### src/hw/rtl/sfs_pkg.sv
`default_nettype none

package sfs_pkg;

  localparam int TICK_W      = 16;
  localparam int SEL_W       = 6;
  localparam int SPEED_W     = 16;
  localparam int CMD_W       = 2;
  localparam int FRAME_W     = 7;
  localparam int OUT_FRAME_W = 6;
  localparam int PERIOD_W    = 32;
  localparam int COUNT_W     = 7;
  localparam int MODE_W      = 2;
  localparam int IN_TDATA_W  = 40;
  localparam int OUT_TDATA_W = 16;
  localparam int CFG_IDX_W   = 2;
  localparam int CFG_DATA_W  = 32;

  localparam logic [SPEED_W-1:0]  SPEED_ONE    = 16'd256;
  localparam logic [PERIOD_W-1:0] PERIOD_RESET = 32'd65536;
  localparam logic [COUNT_W-1:0]  COUNT_RESET  = 7'd1;

  typedef enum logic [CMD_W-1:0] {
    CMD_TICK    = 2'd0,
    CMD_SPEED   = 2'd1,
    CMD_JUMP    = 2'd2,
    CMD_RESTART = 2'd3
  } cmd_t;

  typedef enum logic [MODE_W-1:0] {
    MODE_STOP    = 2'd0,
    MODE_WRAP    = 2'd1,
    MODE_REVERSE = 2'd2,
    MODE_UNUSED  = 2'd3
  } mode_t;

  typedef enum logic [CFG_IDX_W-1:0] {
    REG_PERIOD = 2'd0,
    REG_COUNT  = 2'd1,
    REG_MODE   = 2'd2,
    REG_NONE   = 2'd3
  } reg_idx_t;

  typedef struct packed {
    cmd_t                kind;
    logic [TICK_W-1:0]   tick_time;
    logic [SEL_W-1:0]    frame_sel;
    logic [SPEED_W-1:0]  speed_value;
  } item_t;

  typedef struct packed {
    logic [PERIOD_W-1:0] frame_period;
    logic [COUNT_W-1:0]  frame_count;
    mode_t               loop_mode;
  } cfg_t;

endpackage

`default_nettype wire

### src/hw/rtl/sfs_front.sv
`default_nettype none

module sfs_front (
  input  wire logic                              clk,
  input  wire logic                              rst,
  input  wire logic                              s_tvalid,
  output logic                                   s_tready,
  input  wire logic [sfs_pkg::IN_TDATA_W-1:0]    s_tdata,
  input  wire logic [sfs_pkg::CMD_W-1:0]         s_tuser,
  output logic                                   q_valid,
  output sfs_pkg::item_t                         q_item,
  input  wire logic                              q_pop
);

  sfs_pkg::item_t entries [2];
  sfs_pkg::item_t in_item;
  logic       wr_ptr;
  logic       rd_ptr;
  logic [1:0] count;
  logic       push;

  always_comb begin
    in_item.kind        = sfs_pkg::cmd_t'(s_tuser);
    in_item.tick_time   = s_tdata[15:0];
    in_item.frame_sel   = s_tdata[21:16];
    in_item.speed_value = s_tdata[37:22];
  end

  assign s_tready = (count != 2'd2);
  assign push     = s_tvalid && s_tready;
  assign q_valid  = (count != 2'd0);
  assign q_item   = entries[rd_ptr];

  always_ff @(posedge clk) begin
    if (push) begin
      entries[wr_ptr] <= in_item;
    end
  end

  always_ff @(posedge clk) begin
    if (rst) begin
      wr_ptr <= 1'b0;
      rd_ptr <= 1'b0;
      count  <= 2'd0;
    end else begin
      if (push) begin
        wr_ptr <= ~wr_ptr;
      end
      if (q_pop) begin
        rd_ptr <= ~rd_ptr;
      end
      priority case ({push, q_pop})
        2'b10:   count <= count + 2'd1;
        2'b01:   count <= count - 2'd1;
        default: count <= count;
      endcase
    end
  end

endmodule

`default_nettype wire

### src/hw/rtl/sfs_back.sv
`default_nettype none

module sfs_back #(
  parameter int MAX_FRAMES = 64
) (
  input  wire logic                              clk,
  input  wire logic                              rst,
  input  wire sfs_pkg::cfg_t                     cfg,
  input  wire logic                              q_valid,
  input  wire sfs_pkg::item_t                    q_item,
  output logic                                   q_pop,
  output logic                                   m_tvalid,
  input  wire logic                              m_tready,
  output logic [sfs_pkg::OUT_TDATA_W-1:0]        m_tdata
);

  localparam int AW = (MAX_FRAMES > 1) ? $clog2(MAX_FRAMES) : 1;

  logic [sfs_pkg::FRAME_W-1:0]  frame, frame_next;
  logic [sfs_pkg::PERIOD_W-1:0] accum, accum_next;
  logic                         play, play_next;
  logic                         dir, dir_next;
  logic                         changed;

  logic [sfs_pkg::SPEED_W-1:0]  speed_mem [MAX_FRAMES];
  logic [MAX_FRAMES-1:0]        speed_vld;
  logic [sfs_pkg::SPEED_W-1:0]  mem_q;
  logic                         vld_q;
  logic                         byp;
  logic [sfs_pkg::SPEED_W-1:0]  byp_data;
  logic [sfs_pkg::SPEED_W-1:0]  speed;
  logic [AW-1:0]                raddr, waddr;
  logic                         we;

  logic [sfs_pkg::FRAME_W-1:0]  eff, last, f, tgt;
  logic                         set;
  logic [31:0]                  prod;
  logic [32:0]                  sum;
  logic [sfs_pkg::PERIOD_W-1:0] sat, acc_after;
  logic                         stepped;

  assign q_pop = q_valid && (!m_tvalid || m_tready);
  assign speed = byp ? byp_data : (vld_q ? mem_q : sfs_pkg::SPEED_ONE);
  assign raddr = AW'(frame_next);
  assign waddr = AW'(q_item.frame_sel);

  always_comb begin
    if (cfg.frame_count == '0) begin
      eff = 7'd1;
    end else if (int'(cfg.frame_count) > MAX_FRAMES) begin
      eff = sfs_pkg::FRAME_W'(MAX_FRAMES);
    end else begin
      eff = cfg.frame_count;
    end
    last = eff - 7'd1;
    f    = (frame < eff) ? frame : last;

    prod      = q_item.tick_time * speed;
    sum       = {1'b0, accum} + 33'(prod[31:8]);
    sat       = sum[32] ? '1 : sum[31:0];
    stepped   = sat > cfg.frame_period;
    acc_after = stepped ? sat - cfg.frame_period : sat;

    frame_next = frame;
    accum_next = accum;
    play_next  = play;
    dir_next   = dir;
    changed    = 1'b0;
    tgt        = frame;
    set        = 1'b0;
    we         = 1'b0;

    if (q_pop) begin
      unique case (q_item.kind)
        sfs_pkg::CMD_TICK: begin
          if (play) begin
            accum_next = acc_after;
            if (stepped) begin
              priority if (dir && ((f + 7'd1) < eff)) begin
                tgt = f + 7'd1;
                set = 1'b1;
              end else if (!dir && (f != '0)) begin
                tgt = f - 7'd1;
                set = 1'b1;
              end else if (cfg.loop_mode == sfs_pkg::MODE_WRAP) begin
                tgt = dir ? '0 : last;
                set = 1'b1;
              end else if (cfg.loop_mode == sfs_pkg::MODE_REVERSE) begin
                dir_next = !dir;
                set      = 1'b1;
                if (eff < 7'd2) begin
                  tgt = '0;
                end else begin
                  tgt = dir ? f - 7'd1 : f + 7'd1;
                end
              end else begin
                play_next = 1'b0;
              end
            end
          end
        end
        sfs_pkg::CMD_SPEED: begin
          we = int'(q_item.frame_sel) < MAX_FRAMES;
        end
        sfs_pkg::CMD_JUMP: begin
          tgt = ({1'b0, q_item.frame_sel} < eff) ? {1'b0, q_item.frame_sel} : last;
          set = 1'b1;
        end
        sfs_pkg::CMD_RESTART: begin
          frame_next = '0;
          accum_next = '0;
          changed    = 1'b1;
          play_next  = 1'b1;
          dir_next   = 1'b1;
        end
        default: begin
          frame_next = frame;
        end
      endcase
      if (set && (tgt != frame)) begin
        frame_next = tgt;
        changed    = 1'b1;
      end
    end
  end

  always_ff @(posedge clk) begin
    if (we) begin
      speed_mem[waddr] <= q_item.speed_value;
    end
    mem_q    <= speed_mem[raddr];
    byp_data <= q_item.speed_value;
  end

  always_ff @(posedge clk) begin
    if (rst) begin
      speed_vld <= '0;
      vld_q     <= 1'b0;
      byp       <= 1'b0;
      frame     <= '0;
      accum     <= '0;
      play      <= 1'b1;
      dir       <= 1'b1;
      m_tvalid  <= 1'b0;
    end else begin
      if (we) begin
        speed_vld[waddr] <= 1'b1;
      end
      vld_q <= speed_vld[raddr];
      byp   <= we && (waddr == raddr);
      frame <= frame_next;
      accum <= accum_next;
      play  <= play_next;
      dir   <= dir_next;
      if (q_pop) begin
        m_tvalid <= 1'b1;
      end else if (m_tready) begin
        m_tvalid <= 1'b0;
      end
    end
  end

  always_ff @(posedge clk) begin
    if (q_pop) begin
      m_tdata <= {7'b0, dir_next, play_next, changed,
                  frame_next[sfs_pkg::OUT_FRAME_W-1:0]};
    end
  end

endmodule

`default_nettype wire

### src/hw/rtl/sprite_frame_sequencer_top.sv
// Channel   Dir  Handshake          Payload
// s_*       in   s_tvalid/s_tready  s_tuser: cmd; s_tdata: tick_time, frame_sel, speed_value
// m_*       out  m_tvalid/m_tready  m_tdata: frame_now, changed, running, going_forward
// cfg_*     in   cfg_valid/cfg_ready cfg_index, cfg_data (cfg_ready always high)
//
// One request per cycle sustained while m_tready is high; an accepted request passes
// through the queue into the result register. The loop that sets the rate is the tick
// path in the back unit: speed read, 16x16 multiply, saturating add and period compare.
// Reset is synchronous; speed entries read as 1.0 until written (per-entry valid bits).
// A two-entry queue sits between intake and execution; the result register
// holds under m_tready low, and intake stalls only when the queue is full.
`default_nettype none

module sprite_frame_sequencer_top #(
  parameter int MAX_FRAMES = 64
) (
  input  wire logic                              clk,
  input  wire logic                              rst,
  input  wire logic                              s_tvalid,
  output logic                                   s_tready,
  // [15:0] tick_time, [21:16] frame_sel, [37:22] speed_value, [39:38] zero
  input  wire logic [sfs_pkg::IN_TDATA_W-1:0]    s_tdata,
  // [1:0] cmd
  input  wire logic [sfs_pkg::CMD_W-1:0]         s_tuser,
  output logic                                   m_tvalid,
  input  wire logic                              m_tready,
  // [5:0] frame_now, [6] changed, [7] running, [8] going_forward, [15:9] zero
  output logic [sfs_pkg::OUT_TDATA_W-1:0]        m_tdata,
  input  wire logic                              cfg_valid,
  output logic                                   cfg_ready,
  input  wire logic [sfs_pkg::CFG_IDX_W-1:0]     cfg_index,
  input  wire logic [sfs_pkg::CFG_DATA_W-1:0]    cfg_data
);

  sfs_pkg::cfg_t  cfg;
  sfs_pkg::item_t q_item;
  logic           q_valid;
  logic           q_pop;

  assign cfg_ready = 1'b1;

  always_ff @(posedge clk) begin
    if (rst) begin
      cfg.frame_period <= sfs_pkg::PERIOD_RESET;
      cfg.frame_count  <= sfs_pkg::COUNT_RESET;
      cfg.loop_mode    <= sfs_pkg::MODE_WRAP;
    end else if (cfg_valid && cfg_ready) begin
      unique case (sfs_pkg::reg_idx_t'(cfg_index))
        sfs_pkg::REG_PERIOD: cfg.frame_period <= cfg_data;
        sfs_pkg::REG_COUNT:  cfg.frame_count  <= cfg_data[sfs_pkg::COUNT_W-1:0];
        sfs_pkg::REG_MODE:   cfg.loop_mode    <= sfs_pkg::mode_t'(cfg_data[sfs_pkg::MODE_W-1:0]);
        default:             cfg              <= cfg;
      endcase
    end
  end

  sfs_front u_front (
    .clk      (clk),
    .rst      (rst),
    .s_tvalid (s_tvalid),
    .s_tready (s_tready),
    .s_tdata  (s_tdata),
    .s_tuser  (s_tuser),
    .q_valid  (q_valid),
    .q_item   (q_item),
    .q_pop    (q_pop)
  );

  sfs_back #(
    .MAX_FRAMES (MAX_FRAMES)
  ) u_back (
    .clk      (clk),
    .rst      (rst),
    .cfg      (cfg),
    .q_valid  (q_valid),
    .q_item   (q_item),
    .q_pop    (q_pop),
    .m_tvalid (m_tvalid),
    .m_tready (m_tready),
    .m_tdata  (m_tdata)
  );

  a_push_visible: assert property (@(posedge clk) disable iff (rst)
    (s_tvalid && s_tready) |=> q_valid)
    else $error("accepted request not queued");

  a_full_has_work: assert property (@(posedge clk) disable iff (rst)
    !s_tready |-> q_valid)
    else $error("intake stalled with empty queue");

  a_out_drains: assert property (@(posedge clk) disable iff (rst)
    (m_tvalid && m_tready && !q_pop) |=> !m_tvalid)
    else $error("result repeated after handoff");

endmodule

`default_nettype wire
### config.mk
export PLATFORM = sky130hd
export DESIGN_NAME = sprite_frame_sequencer_top
export DESIGN_NICKNAME = d
export VERILOG_FILES = /design/src/hw/rtl/sfs_pkg.sv /design/src/hw/rtl/sfs_front.sv /design/src/hw/rtl/sfs_back.sv /design/src/hw/rtl/sprite_frame_sequencer_top.sv
export SDC_FILE = /design/constraint.sdc
export NUM_CORES = 2
export LEC_CHECK = 0
export ABC_CLOCK_PERIOD_IN_PS = 17000
export BUFFER_PORTS_ARGS = -buffer_cell sky130_fd_sc_hd__buf_2
export CAP_MARGIN = 20
export CELL_PAD_IN_SITES_DETAIL_PLACEMENT = 1
export CELL_PAD_IN_SITES_GLOBAL_PLACEMENT = 1
export CORE_AREA = 2 2 350 352
export CTS_CLUSTER_SIZE = 20
export DETAILED_ROUTE_END_ITERATION = 8
export DIE_AREA = 0 0 352 354
export PLACE_DENSITY_LB_ADDON = 0.1
export SLEW_MARGIN = 10
export SYNTH_ARGS = -nofsm -noshare
export SYNTH_HDL_FRONTEND = slang
export SYNTH_SLANG_ARGS = --single-unit
### constraint.sdc
create_clock -name clk -period 17 [get_ports clk]
set_clock_uncertainty 0.15 [all_clocks]
set_input_delay 1.7 -clock clk [delete_from_list [all_inputs] [get_ports clk]]
set_output_delay 1.7 -clock clk [all_outputs]
set_load 0.05 [all_outputs]
==> results.toml <==
[pwr]
power_w = 0.0158
ir_drop_mv = 0.473
p_leak_nw = 27.5
power_density_nw_per_um2 = 222

[cts]
ctsHoldBuffers = 0
numCtsBuffers = 137
clk_pin_slew_worst_paths_ns = 0.06
h-tree-depth = 4
clock_latency_ns = 0.78
cts_root_buf = "clkbuf_16"
clockBufferDepth = 3
cts.sinks = 1299
cts_tree = "built"

[yosys]
ys.flop_type = "edfxtp_1"
yosys.area.top_type_share_pct = 52.5
yosys.area_share.simple_pct = 10.3
synth_top_family_by_area = "simple AND/OR/NAND/NOR gates"
postSynthCellCount = 5135
synth-seq-cells = 1299
synth-xor-area-share_pct = 1.31
avgSynthCellArea_sq_um = 12.4
synth_seq_area_share_pct = 58.3
synth-edff-count = 1113
ys_async_sr_fraction_pct = 0
synthAdderAreaFrac_pct = 9.82
synthMuxAreaShare_pct = 6.48
synth_top_area_cell = "edfxtp_1"
yosysUniqueCellTypes = 89
synth_compound_area_share_pct = 10.1
synth_warnings = 0
syn_area_sq_um = 63700
synth_area_leaders = "edfxtp_1 (52%), fa_1 (6.1%), dfxtp_1 (5.8%)"

[die]
dieArea_sq_um = 125000
die_h_um = 354
rows = 128
boundaryPins = 100
fp.coreArea_sq_um = 121000
start_util_pct = 52.7
die_x_um = 352

[min_path]
hp-start = "cfg[39]"
holdPathStages = 2
worstHoldEndpoint = "cfg[39]"
min_path_type = "register to register"

[detailed_routing]
drtPass1Iterations = 5
wl_um = 191000
via_count = 43015
drc = 0
drtIter0Drc = 3672
ant_nets = 0
via_per_inst = 6.13
wl_per_cell_um = 27.2

[worst_setup_path]
worst-setup-path-type = "register to register"
endpoint_kind = "register"
slowest_delay_ns = 0.55
crit_fanout = 27
critical-path-slowest-cell = "fa_1"
cp.arrival_ns = 16.54
timing.rr.end = "u_back.mem_q[1]"
required_ns = 17.48
r2r_cells = 58
worst_setup_path_start_kind = "register"
reg2reg_from = "u_back.vld_q"
rrSetupSlack_ns = 0.94

[timing]
period_needed_ns = 16.06
slew_viol_final = 0
setup_tns_ns = 0
tightestPinTransition_ns = 1.05
setup_viol_count_final = 0
max_freq_mhz = 62.3
min_period_over_period_pct = 94.5
hold_violations = 0
rsz0062_at_grt = "no"
slew-limit-headroom_pct = 29.9

[layout]
multiInputGateArea_sq_um = 24300
fin_nets = 5749
n_fill_cell = 12040
antennaDiodeCount = 0
regArea_sq_um = 37100
design_area_sq_um = 71000
drive_above_1_share_pct = 11.3
final_cells = 7021
area_growth_pct = 11.5

[global_route]
grt_util_all_layers_pct = 30.4
grt_first_pass_wirelength_um = 284000
grt_pass1_vias = 45178
grt_max_degree = 128
globalRoute.totalOverflow = 0
antenna_found_initial = 2

[placed_design]
place_congestion = 0.921
dp_hpwl_um = 123000
post_dp_cell_area_sq_um = 66500
dp.cells = 6767
port_buffers = 89

[job]
maxCapViolCount = 0

[outcome]
status = "finished clean"
-- layout by cell type (no fill, tap or decap), drive strengths merged, types with 11 or more instances in the layout --
cell    count
a211oi     80
a21o       33
a21oi     110
a221oi     36
a22o       54
a22oi      43
a311oi     65
a31oi      54
a32o       35
a32oi      36
and2       91
and3       15
buf       271
clkbuf    192
clkinv     46
dfxtp     186
edfxtp   1113
fa        195
ha        188
inv       316
mux2       43
mux2i     364
nand2     743
nand2b     19
nand3     111
nand4      13
nor2      430
nor2b      18
nor3       38
o21a       18
o21ai      89
o21ba      14
o22ai      19
o31a       34
o41ai      16
or2        29
or3        11
xnor2      70
xor2       25
-- metrics by stage --
step	utilization, %	setup WS, ns	hold WS [ns]
6_report	58.7	0.942	0.309
3_3_place_gp	55.0	0.581	0.293
5_1_grt	58.7	0.0369	0.330
3_5_place_dp	55.0	0.394	0.301
4_1_cts	58.7	0.275	0.312
2_1_floorplan	-	2.72	0.282
-- per-layer routing --
metal  vias to the layer above  part of all wire (%)  GRT usage, %
li1                      18916                     -             -
met1                     22166                    40          38.9
met2                      1526                    49          51.7
met3                       403                   5.9          4.12
met4                         4                   4.6          13.8
met5                         -                 0.014             0
-- kinds of logic (layout without fill, tap and decap cells) --
| kind of cell | after synthesis | count (layout) |
|---|---|---|
| adder cells (fa/ha/maj) | 383 | 383 |
| AO/OA/AOI/OAI | 831 | 831 |
| multiplexers | 407 | 407 |
| other | 2 | 8 |
| flip-flops | 1299 | 1299 |
| AND/OR/NAND/NOR | 1539 | 1539 |
| XOR/XNOR | 95 | 95 |
| buffers and inverters | 579 | 834 |
-- timing repair --
item,in CTS,in global routing
endpoints found under the hold margin,0,0
setup buffers,0,3
setup endpoints to repair,0,17
resized for setup,0,8
-- flip-flops by register name, indices dropped and copies added, names as in the netlist, named ones only --
signal,flops
cfg,41
u_front.wr_ptr,1
u_front.rd_ptr,1
u_back.byp,1
u_back.m_tvalid,1
u_back.m_tdata,9
u_back.play,1
u_back.speed_mem,1024
u_back.byp_data,16
u_back.vld_q,1
u_front.entries,80
u_back.dir,1
u_back.mem_q,16
u_back.frame,7
u_back.accum,32
u_back.speed_vld,64
u_front.count,2
-- cell usage after synthesis, types with 25 or more instances --
cell type,instances
a22o_1,54
nand2_1,743
dfxtp_1,186
buf_2,61
nor3_1,38
a32oi_1,36
a211oi_1,80
fa_1,195
o31a_1,34
a32o_1,35
a22oi_1,41
or2_2,29
buf_4,25
nand3_1,111
buf_1,32
edfxtp_1,1113
xor2_1,25
a21o_1,33
nor2_1,429
a31oi_1,54
a311oi_1,65
a221oi_1,26
o21ai_0,86
mux2_2,42
and2_1,89
inv_1,308
ha_1,188
a21oi_1,108
clkbuf_1,144
xnor2_1,70
mux2i_1,364
-- critical path, delay by kind of cell (launching register included) --
family | cells | cell delay, ns
flops | 1 | 0.35
xor+xnor | 2 | 0.27
buf+inv | 7 | 1.26
fa+ha+maj | 9 | 3.63
simple gates | 14 | 3.27
compound gates | 24 | 6.27
mux | 2 | 0.66
-- layout make-up --
type                            instances  share of cell area [%]
Clock inverter                         58                   0.798
Multi-Input combinational cell       3263                    34.2
Clock buffer                          192                    5.37
Timing Repair Buffer                  271                    2.81
Sequential cell                      1299                    52.3
Tap cell                             1625                    2.86
Inverter                              313                    1.67
-- worst max path at each step --
| stage | start | to | slack (ns) | cells after the start |
|---|---|---|---|---|
| 6_report | u_back.vld_q | u_back.mem_q[1] | 0.94 | 58 |
| 5_1_grt | u_back.vld_q | u_back.mem_q[1] | 0.04 | 58 |
| 4_1_cts | u_back.vld_q | u_back.vld_q | 0.27 | 57 |
| 3_5_place_dp | u_back.vld_q | u_back.vld_q | 0.39 | 57 |
| 3_3_place_gp | u_back.vld_q | u_back.vld_q | 0.58 | 57 |
| 2_1_floorplan | register | u_back.mem_q[5] | 2.72 | 60 |
-- power breakdown --
part	leakage (nW)	internal, W	switching, W
registers	11.6	0.00388	0.000112
logic	13.8	0.00334	0.00551
clock network	2.13	0.00167	0.00127
total	27.5	0.00888	0.00689
(Power assumes the default switching activity.)
